<file path="src/rtl/bkv_pkg.sv">
`timescale 1ns / 1ps
`default_nettype none

package bkv_pkg;

   // fixed field widths
   localparam int BUCKET_W    = 12;
   localparam int MULT_W      = 12;
   localparam int SHIFT_W     = 3;
   localparam int THR_W       = 8;
   localparam int LOC_OUT_W   = 12;
   localparam int SCORE_OUT_W = 8;
   localparam int HIT_W       = 13;
   localparam int HIT_NUM_W   = 12;
   localparam int POS_W       = 6;
   localparam int WIN_W       = 7;

   // port widths
   localparam int CSR_IDX_W   = 2;
   localparam int CSR_DATA_W  = 12;
   localparam int REQ_TDATA_W = 16;
   localparam int RSP_TDATA_W = 40;
   localparam int RSP_PAD_W   = RSP_TDATA_W - LOC_OUT_W - SCORE_OUT_W - 1 - HIT_NUM_W - 1;

   // limits and reset values
   localparam logic [SHIFT_W-1:0] MAX_SHIFT     = 3'd6;
   localparam logic [HIT_W-1:0]   HIT_MAX       = 13'd8191;
   localparam logic [MULT_W-1:0]  MULT_RESET    = 12'd1;
   localparam logic [SHIFT_W-1:0] SHIFT_RESET   = 3'd4;
   localparam logic [THR_W-1:0]   THR_RESET     = 8'd2;

   // register indexes of the configuration port
   typedef enum logic [CSR_IDX_W-1:0] {
      CSR_MULTIPLIER     = 2'd0,
      CSR_BUCKET_SHIFT   = 2'd1,
      CSR_VOTE_THRESHOLD = 2'd2
   } csr_index_type;

   // input item kinds
   typedef enum logic {
      KIND_VOTE  = 1'b0,
      KIND_CLEAR = 1'b1
   } kind_type;

   // one window position handed to the update stage
   typedef struct packed {
      logic valid;
      logic last;
      logic round_end;
   } issue_type;

   // update stage status back to the sequencer
   typedef struct packed {
      logic busy;
      logic advance;
   } upd_stat_type;

endpackage

`default_nettype wire

</file>
<file path="src/rtl/bkv_score_update.sv">
`timescale 1ns / 1ps
`default_nettype none

module bkv_score_update #(
   parameter int N_LOG2     = 12,
   parameter int SCORE_BITS = 8
) (
   input  wire logic                               clock,
   input  wire logic                               reset,
   input  wire bkv_pkg::issue_type                 issue,
   input  wire logic [N_LOG2-1:0]                  issue_loc,
   input  wire logic [bkv_pkg::THR_W-1:0]          threshold,
   input  wire logic                               hit_clear,
   input  wire logic [SCORE_BITS-1:0]              rd_data,
   output logic      [N_LOG2-1:0]                  rd_addr,
   output logic                                    wr_en,
   output logic      [N_LOG2-1:0]                  wr_addr,
   output logic      [SCORE_BITS-1:0]              wr_data,
   output bkv_pkg::upd_stat_type                   stat,
   output logic                                    rsp_tvalid,
   input  wire logic                               rsp_tready,
   output logic      [bkv_pkg::RSP_TDATA_W-1:0]    rsp_tdata,
   output logic                                    rsp_tlast
);

   localparam int LOC_EXT_W = (N_LOG2 > bkv_pkg::LOC_OUT_W) ? N_LOG2 : bkv_pkg::LOC_OUT_W;
   localparam int SC_EXT_W  = (SCORE_BITS > bkv_pkg::THR_W) ? SCORE_BITS : bkv_pkg::THR_W;
   localparam logic [SCORE_BITS-1:0] SCORE_MAX = '1;

   logic                              m_valid_ff, m_valid_in;
   logic                              m_last_ff;
   logic                              m_round_end_ff;
   logic [N_LOG2-1:0]                 m_loc_ff;
   logic                              fwd_ff, fwd_in;
   logic [SCORE_BITS-1:0]             fwd_data_ff;
   logic [bkv_pkg::HIT_W-1:0]         hit_total_ff, hit_total_in;
   logic                              out_valid_ff, out_valid_in;
   logic [bkv_pkg::RSP_TDATA_W-1:0]   out_data_ff, out_data_in;
   logic                              out_last_ff;

   logic                              advance;
   logic [SCORE_BITS-1:0]             cur_score;
   logic                              not_sat;
   logic [SCORE_BITS-1:0]             score_new;
   logic                              hit;
   logic [bkv_pkg::HIT_NUM_W-1:0]     hit_num;
   logic [LOC_EXT_W-1:0]              loc_ext;
   logic [SC_EXT_W-1:0]               score_ext;

   // stage moves when the output slot is free or being emptied
   assign advance = m_valid_ff && (!out_valid_ff || rsp_tready);
   assign stat.busy    = m_valid_ff;
   assign stat.advance = advance;

   // re-read the held entry while stalled, so its data stays current
   assign rd_addr = issue.valid ? issue_loc : m_loc_ff;

   // forward the value written in the cycle of the read
   assign cur_score = fwd_ff ? fwd_data_ff : rd_data;

   // saturating increment and threshold check
   assign not_sat   = (cur_score != SCORE_MAX);
   assign score_new = not_sat ? SCORE_BITS'(cur_score + 1'b1) : cur_score;
   assign hit       = not_sat && (SC_EXT_W'(score_new) == SC_EXT_W'(threshold));
   assign hit_num   = hit ? hit_total_ff[bkv_pkg::HIT_NUM_W-1:0] : '0;

   // write back
   assign wr_en   = advance;
   assign wr_addr = m_loc_ff;
   assign wr_data = score_new;
   assign fwd_in  = wr_en && (wr_addr == rd_addr);

   // result packing
   assign loc_ext   = LOC_EXT_W'(m_loc_ff);
   assign score_ext = SC_EXT_W'(score_new);
   assign out_data_in = {{bkv_pkg::RSP_PAD_W{1'b0}},
                         m_round_end_ff,
                         hit_num,
                         hit,
                         score_ext[bkv_pkg::SCORE_OUT_W-1:0],
                         loc_ext[bkv_pkg::LOC_OUT_W-1:0]};

   // stage occupancy
   always_comb begin
      m_valid_in = m_valid_ff;
      if (issue.valid) begin
         m_valid_in = 1'b1;
      end else if (advance) begin
         m_valid_in = 1'b0;
      end
   end

   // hit counter, saturating
   always_comb begin
      hit_total_in = hit_total_ff;
      if (hit_clear) begin
         hit_total_in = '0;
      end else if (advance && hit && (hit_total_ff != bkv_pkg::HIT_MAX)) begin
         hit_total_in = hit_total_ff + 1'b1;
      end
   end

   // output slot
   always_comb begin
      out_valid_in = out_valid_ff;
      if (advance) begin
         out_valid_in = 1'b1;
      end else if (rsp_tready) begin
         out_valid_in = 1'b0;
      end
   end

   // control state
   always_ff @(posedge clock) begin
      if (reset) begin
         m_valid_ff   <= 1'b0;
         fwd_ff       <= 1'b0;
         hit_total_ff <= '0;
         out_valid_ff <= 1'b0;
      end else begin
         m_valid_ff   <= m_valid_in;
         fwd_ff       <= fwd_in;
         hit_total_ff <= hit_total_in;
         out_valid_ff <= out_valid_in;
      end
   end

   // payload
   always_ff @(posedge clock) begin
      fwd_data_ff <= wr_data;
      if (issue.valid) begin
         m_loc_ff       <= issue_loc;
         m_last_ff      <= issue.last;
         m_round_end_ff <= issue.round_end;
      end
      if (advance) begin
         out_data_ff <= out_data_in;
         out_last_ff <= m_last_ff;
      end
   end

   assign rsp_tvalid = out_valid_ff;
   assign rsp_tdata  = out_data_ff;
   assign rsp_tlast  = out_last_ff;

endmodule

`default_nettype wire

</file>
<file path="config.mk">
export PLATFORM = sky130hd
export DESIGN_NAME = bkv_score_update
export DESIGN_NICKNAME = d
export VERILOG_FILES = /design/src/rtl/bkv_pkg.sv /design/src/rtl/bkv_score_update.sv
export SDC_FILE = /design/constraint.sdc
export NUM_CORES = 1
export LEC_CHECK = 0
export BUFFER_PORTS_ARGS = -buffer_cell sky130_fd_sc_hd__buf_2
export CORE_MARGIN = 4
export CORE_UTILIZATION = 45
export CTS_BUF_LIST = sky130_fd_sc_hd__clkbuf_16
export DETAILED_ROUTE_END_ITERATION = 12
export PLACE_DENSITY = 0.8
export SETUP_SLACK_MARGIN = 0.1
export SLEW_MARGIN = 15
export SYNTH_ARGS = -nofsm -noshare
export SYNTH_HDL_FRONTEND = slang
export SYNTH_SLANG_ARGS = --single-unit
</file>
<file path="constraint.sdc">
create_clock -name clock -period 3.3 [get_ports clock]
set_input_delay 0.495 -clock clock [delete_from_list [all_inputs] [get_ports clock]]
set_output_delay 0.495 -clock clock [all_outputs]
set_load 0.03 [all_outputs]
</file>
==> results of run 1 <==
-- state kept, by name, indices dropped and copies added (netlist names) --
signal and flops:
m_valid_ff 1, rsp_tlast 1, wr_addr 12, fwd_data_ff 8, m_last_ff 1, fwd_ff 1, hit_total_ff 13, rsp_tdata 34
rsp_tvalid 1, m_round_end_ff 1
-- final cells by class --
cell class / instances / share of cell area [%]
clock buffer: 9 / 5.13
clock inverter: 7 / 1.42
inverter: 19 / 1.62
multi-input combinational: 190 / 32.0
sequential: 73 / 41.7
tap: 99 / 2.82
timing repair buffer: 124 / 15.3
-- worst register-to-register path, stage by stage (launching register included) --
cell	delay [ns]
dfxtp_2	0.34
buf_6	0.15
nand3b_1	0.24
a222oi_1	0.53
mux2_4	0.39
xor2_4	0.18
or4_4	0.52
or4_1	0.51
a21oi_1	0.19
-- kinds of logic after synthesis --
logic type | after synthesis | share of synthesized area [%]
AO/OA/AOI/OAI | 59 | 12.8
other | 1 | 0.111
adder cells (fa/ha/maj) | 2 | 0.742
AND/OR/NAND/NOR | 91 | 16.3
buffers and inverters | 36 | 5.79
flip-flops | 73 | 54.3
XOR/XNOR | 15 | 4.86
multiplexers | 16 | 5.16
-- what timing repair did --
action,in CTS,in global routing
endpoints found under the hold margin,0,0
gates cloned,0,1
endpoints found under the setup margin,5,5
gates resized for setup,1,8
pin swaps,1,5
setup buffers,0,12
-- layout by cell type, fill, tap and decap left out, drive strengths merged, types with 10 or more instances in the layout --
cell	netlist	final
a21oi	15	15
buf	12	124
edfxtp	37	37
dfxtp	36	36
nand2	13	13
nand3	12	12
o21ai	10	10
mux2	11	11
inv	19	20
and2	10	10
-- worst min-delay path by stage --
stage | start | to | cells after the start
floorplan | m_round_end_ff | rsp_tdata[33] | 0
global placement | m_last_ff | rsp_tlast | 0
detailed placement | m_round_end_ff | rsp_tdata[33] | 0
CTS | issue[0] | m_round_end_ff | 1
global route | issue[0] | m_round_end_ff | 1
finish | issue[0] | m_round_end_ff | 1
-- power breakdown --
part | internal [W] | switching, W
sequential | 0.00101 | 0.0000316
clock | 0.000576 | 0.000353
combinational | 0.000125 | 0.000274
-- stage by stage --
stage / cell area, sq um / std cells / power (W) / hold slack [ns] / utilization, %
2_1_floorplan: 3390 / 298 / 0.00132 / 0.400 / -
3_3_place_gp: 3970 / 492 / 0.00143 / 0.400 / 54.8
3_5_place_dp: 3970 / 492 / 0.00144 / 0.410 / 54.8
4_1_cts: 4260 / 508 / 0.00238 / 0.334 / 58.8
5_1_grt: 4390 / 521 / 0.00247 / 0.338 / 60.6
6_report: 4390 / 521 / 0.00237 / 0.347 / 60.6
-- per-layer routing --
| layer | vias up | global-route usage [%] |
|---|---|---|
| met5 | - | 0 |
| met1 | 1337 | 23.9 |
| li1 | 1340 | - |
| met3 | 15 | 5.10 |
| met2 | 104 | 32.6 |
| met4 | 0 | 8.41 |
==> results.json, run 1 <==
{
  "route.detailed.drc": 0,
  "crit_path_end_kind": "flop",
  "p_leak_nw": 1.76,
  "synth_common_cells": "edfxtp_1, dfxtp_1, inv_1, a21oi_1, nand2_1",
  "yosysSeqAreaShare_pct": 54.3,
  "synth_area_leader_cell": "edfxtp_1",
  "route.met3.wl_microns": 582,
  "drtPass1Iterations": 4,
  "nets": 454,
  "grt_pass1_vias": 2758,
  "diodes": 0,
  "h-tree-depth": 3,
  "r2r_slack_ns": 0.19,
  "grt_pass1_wl_mm": 13.5,
  "hp-class": "input pin to flop",
  "finalHoldViolations": 0,
  "cts_tree": "yes",
  "synth_most_common_cell": "edfxtp_1",
  "drtIter0Drc": 113,
  "path_clk_slew_ns": 0.06,
  "seqCellArea_sq_um": 1830,
  "timing.final.ws_setup_ns": 0.185,
  "place_ws_ns": 0.0511,
  "crit_type": "flop to flop",
  "vias_per_cell": 5.37,
  "status": "completed",
  "grt_overflow": 0,
  "startpoint": "fwd_ff",
  "arrival_ns": 3.37,
  "ctsRootBufferMaster": "clkbuf_16",
  "synth-seq-cells": 73,
  "io_buffer_count": 105,
  "area_growth_pct": 30.3,
  "reg2reg_depth": 8,
  "antenna_found_initial": 0,
  "drt-met1-wl_mm": 3.59,
  "critPathLaunchType": "flop",
  "die_w_microns": 94.6,
  "initial_core_util_pct": 46.5,
  "tightestPinTransition_ns": 0.550,
  "detail-route-antenna-nets": 0,
  "finalCriticalPeriod_ns": 3.11,
  "netlist_area_sq_um": 3370,
  "syn_inst": 293,
  "p_per_area_nw_per_um2": 539,
  "synth_area_leaders": "edfxtp_1, dfxtp_1, mux2_2",
  "finalSetupViolCount": 0,
  "clock_skew_ns": 0.00907,
  "syn_avg_cell_area_sq_um": 11.5,
  "drive_gt1_share_pct": 41.9,
  "maxUsedRoutingLayer": "met4",
  "endpoint": "hit_total_ff[4]",
  "peakVddDrop_uv": 283,
  "num_rows": 31,
  "cp_data_required_time_ns": 3.55,
  "grt_max_degree": 22,
  "relSlewSlack_pct": 63.4,
  "path_buf_inv": 1,
  "clockBufferDepth": 2,
  "regToRegEndpoint": "hit_total_ff[4]",
  "io_pins": 112,
  "vias": 2796,
  "max_freq_mhz": 321,
  "drv_cap": 0,
  "multiInputGateArea_sq_um": 1410,
  "wirelength_mm": 8.58,
  "crit_fanout": 16,
  "period_share_pct": 94.4,
  "clk_latency_ns": 0.33,
  "grt_usage_pct": 19.6,
  "die_h_microns": 94.6,
  "synth_flop_cell": "edfxtp_1",
  "setup_tns_ns": 0,
  "timing.rr.start": "fwd_ff",
  "clock-sinks": 73,
  "synth_top_cell_area_share_pct": 32.9,
  "die-area_sq_um": 8940,
  "synth-async-reset-ratio_pct": 0,
  "worstPathCellList": "buf_6, nand3b_1, a222oi_1, mux2_4, xor2_4, or4_4, or4_1, a21oi_1",
  "fillCellCount": 633,
  "hold_buffers": 0,
  "dpl.hpwl_mm": 6.22,
  "coreArea_sq_um": 7250,
  "slew_viol_final": 0,
  "slowest_delay_ns": 0.53,
  "rsz0062_at_grt": "false",
  "cp_num_cells": 8,
  "crit_slowest_cell": "a222oi_1",
  "synth-warning-count": 0,
  "place_congestion": 0.920,
  "cts_buffers": 9,
  "synth_edf_count": 37,
  "cpLargestDelayFamily": "simple AND/OR/NAND/NOR gates",
  "wl_per_cell_microns": 16.5,
  "synthDistinctLibCells": 69,
  "wl_met2_mm": 4.23
}
(Power assumes the default switching activity.)
==> run 2: changes to the inputs <==
- CORE_ASPECT_RATIO: not set -> 0.75
==> run 2 against run 1 <==
Non-clock buffer count down 9. Sequential cell count unchanged. Cell count down 1.3%. Hold slack better by 0.0054 ns. Largest cell class unchanged. Sequential share of layout area up 0.64 points. Power up 0.91%. Via count down 0.36%. Critical path depth unchanged. First-iteration DRC count up 18%. Core utilization down 1.3 points. Largest power group unchanged.
==> results.json, run 2 (same netlist as run 1, synthesis figures left out) <==
{
  "regToRegEndpoint": "hit_total_ff[3]",
  "die_w_microns": 108,
  "finalHoldViolations": 0,
  "r2r_slack_ns": 0.24,
  "wl_per_cell_microns": 15.7,
  "die-area_sq_um": 8960,
  "clk_latency_ns": 0.33,
  "io_pins": 112,
  "peakVddDrop_uv": 365,
  "vias": 2786,
  "fin_cells": 514,
  "endpoint": "hit_total_ff[3]",
  "setup_tns_ns": 0,
  "drive_gt1_share_pct": 40.7,
  "worstPathCellList": "buf_4, nand3b_1, a222oi_1, mux2_2, xor2_4, or4_4, or4_1, a21oi_1",
  "cts_tree": "yes",
  "drtPass1Iterations": 5,
  "crit_fanout": 9,
  "final_core_util_pct": 59.3,
  "arrival_ns": 3.31,
  "initial_core_util_pct": 46.2,
  "critPathLaunchType": "flop",
  "hold_buffers": 0,
  "diodes": 0,
  "max_freq_mhz": 327,
  "grt_max_degree": 34,
  "nets": 445,
  "slowest_delay_ns": 0.52,
  "crit_type": "flop to flop",
  "detail-route-antenna-nets": 0,
  "timing.final.ws_setup_ns": 0.244,
  "dpl.hpwl_mm": 6.02,
  "die_h_microns": 83.0,
  "io_buffer_count": 105,
  "final_common_cell": "buf_2",
  "area_growth_pct": 28.3,
  "drt-met1-wl_mm": 3.30,
  "grt_usage_pct": 18.8,
  "timing.rr.start": "fwd_ff",
  "wl_met2_mm": 3.77,
  "clock_skew_ns": 0.00595,
  "hold_ws_ns": 0.352,
  "grt_overflow": 0,
  "hp-class": "input pin to flop",
  "grt_pass1_vias": 2691,
  "rsz0062_at_grt": "true",
  "place_inst": 494,
  "maxUsedRoutingLayer": "met4",
  "relSlewSlack_pct": 68.1,
  "fillCellCount": 616,
  "place_congestion": 0.995,
  "drtIter0Drc": 133,
  "coreArea_sq_um": 7300,
  "hp-start": "issue[0]",
  "crit_slowest_cell": "or4_4",
  "largest_reg_flops": 34,
  "route.met3.wl_microns": 903,
  "cts_buffers": 9,
  "period_share_pct": 92.6,
  "tightestPinTransition_ns": 0.465,
  "route.detailed.drc": 0,
  "clockBufferDepth": 2,
  "vias_per_cell": 5.42,
  "path_clk_slew_ns": 0.06,
  "startpoint": "fwd_ff",
  "ctsRootBufferMaster": "clkbuf_16",
  "drv_cap": 0,
  "grt_pass1_wl_mm": 13.2,
  "p_per_area_nw_per_um2": 552,
  "status": "completed",
  "reg2reg_depth": 8,
  "clock-sinks": 73,
  "finalSetupViolCount": 0,
  "wirelength_mm": 8.08,
  "place_ws_ns": 0.0452,
  "cp_data_required_time_ns": 3.55,
  "p_leak_nw": 1.72,
  "final_cell_mix": "buf_2, edfxtp_1, dfxtp_1",
  "antenna_found_initial": 0,
  "num_rows": 27,
  "slew_viol_final": 0,
  "h-tree-depth": 3,
  "finalCriticalPeriod_ns": 3.06,
  "crit_path_end_kind": "flop"
}
## run 2: cell types whose count changed in the layout (fill, tap and decap cells not counted), sizes merged
cell	previous run	this run
buf	124	115
clkinv	4	2
inv	20	22
## run 2: timing repair
item	CTS	global route
setup buffers	0	3
resized for setup	0	5
setup endpoints to repair	0	7
## run 2: report_power, final
group | internal [W] | total (W) | switching [W]
clock | 0.000591 | 0.000967 | 0.000376
sequential | 0.00101 | 0.00104 | 0.0000326
combinational | 0.000117 | 0.000382 | 0.000265
total | 0.00172 | 0.00239 | 0.000674
## run 2: per-stage QoR
step                total power, W  instance area (sq um)
finish                     0.00239                   4330
global route               0.00250                   4330
CTS                        0.00241                   4280
detailed placement         0.00144                   3980
global placement           0.00143                   3980
floorplan                  0.00132                   3390
## run 2: worst min-delay path by stage
stage	slack (ns)	cells past startpoint	end
3_3_place_gp	0.40	0	rsp_tlast
5_1_grt	0.34	1	m_round_end_ff
4_1_cts	0.34	1	m_last_ff
2_1_floorplan	0.40	0	rsp_tdata[33]
6_report	0.35	1	m_round_end_ff
3_5_place_dp	0.43	0	rsp_tlast
## run 2: layout make-up
class                   instances  area (sq um)  share of cell area, %
multi-input cells             190          1400                   32.2
inverters                      19          71.3                   1.65
flip-flops and latches         73          1830                   42.4
repair buffers                115           601                   13.9
well taps                     101           126                   2.92
clock buffers                   9           225                   5.20
clock inverters                 7          76.3                   1.76
## run 2: worst max-delay path, delay by kind of cell (launching register included)
family                    cells  cell delay (ns)
muxes                         1             0.45
buffers and inverters         1             0.18
and+or+nand+nor               3             1.22
AOI/OAI and AO/OA             2             0.61
xor gates and xnor gates      1             0.18
DFF                           1             0.35
## run 2: layer usage
metal / vias to the layer above / GRT usage, %
met1: 1280 / 24.2
met3: 13 / 7.69
met4: 0 / 6.08
met5: - / 0
met2: 159 / 28.7
li1: 1334 / -
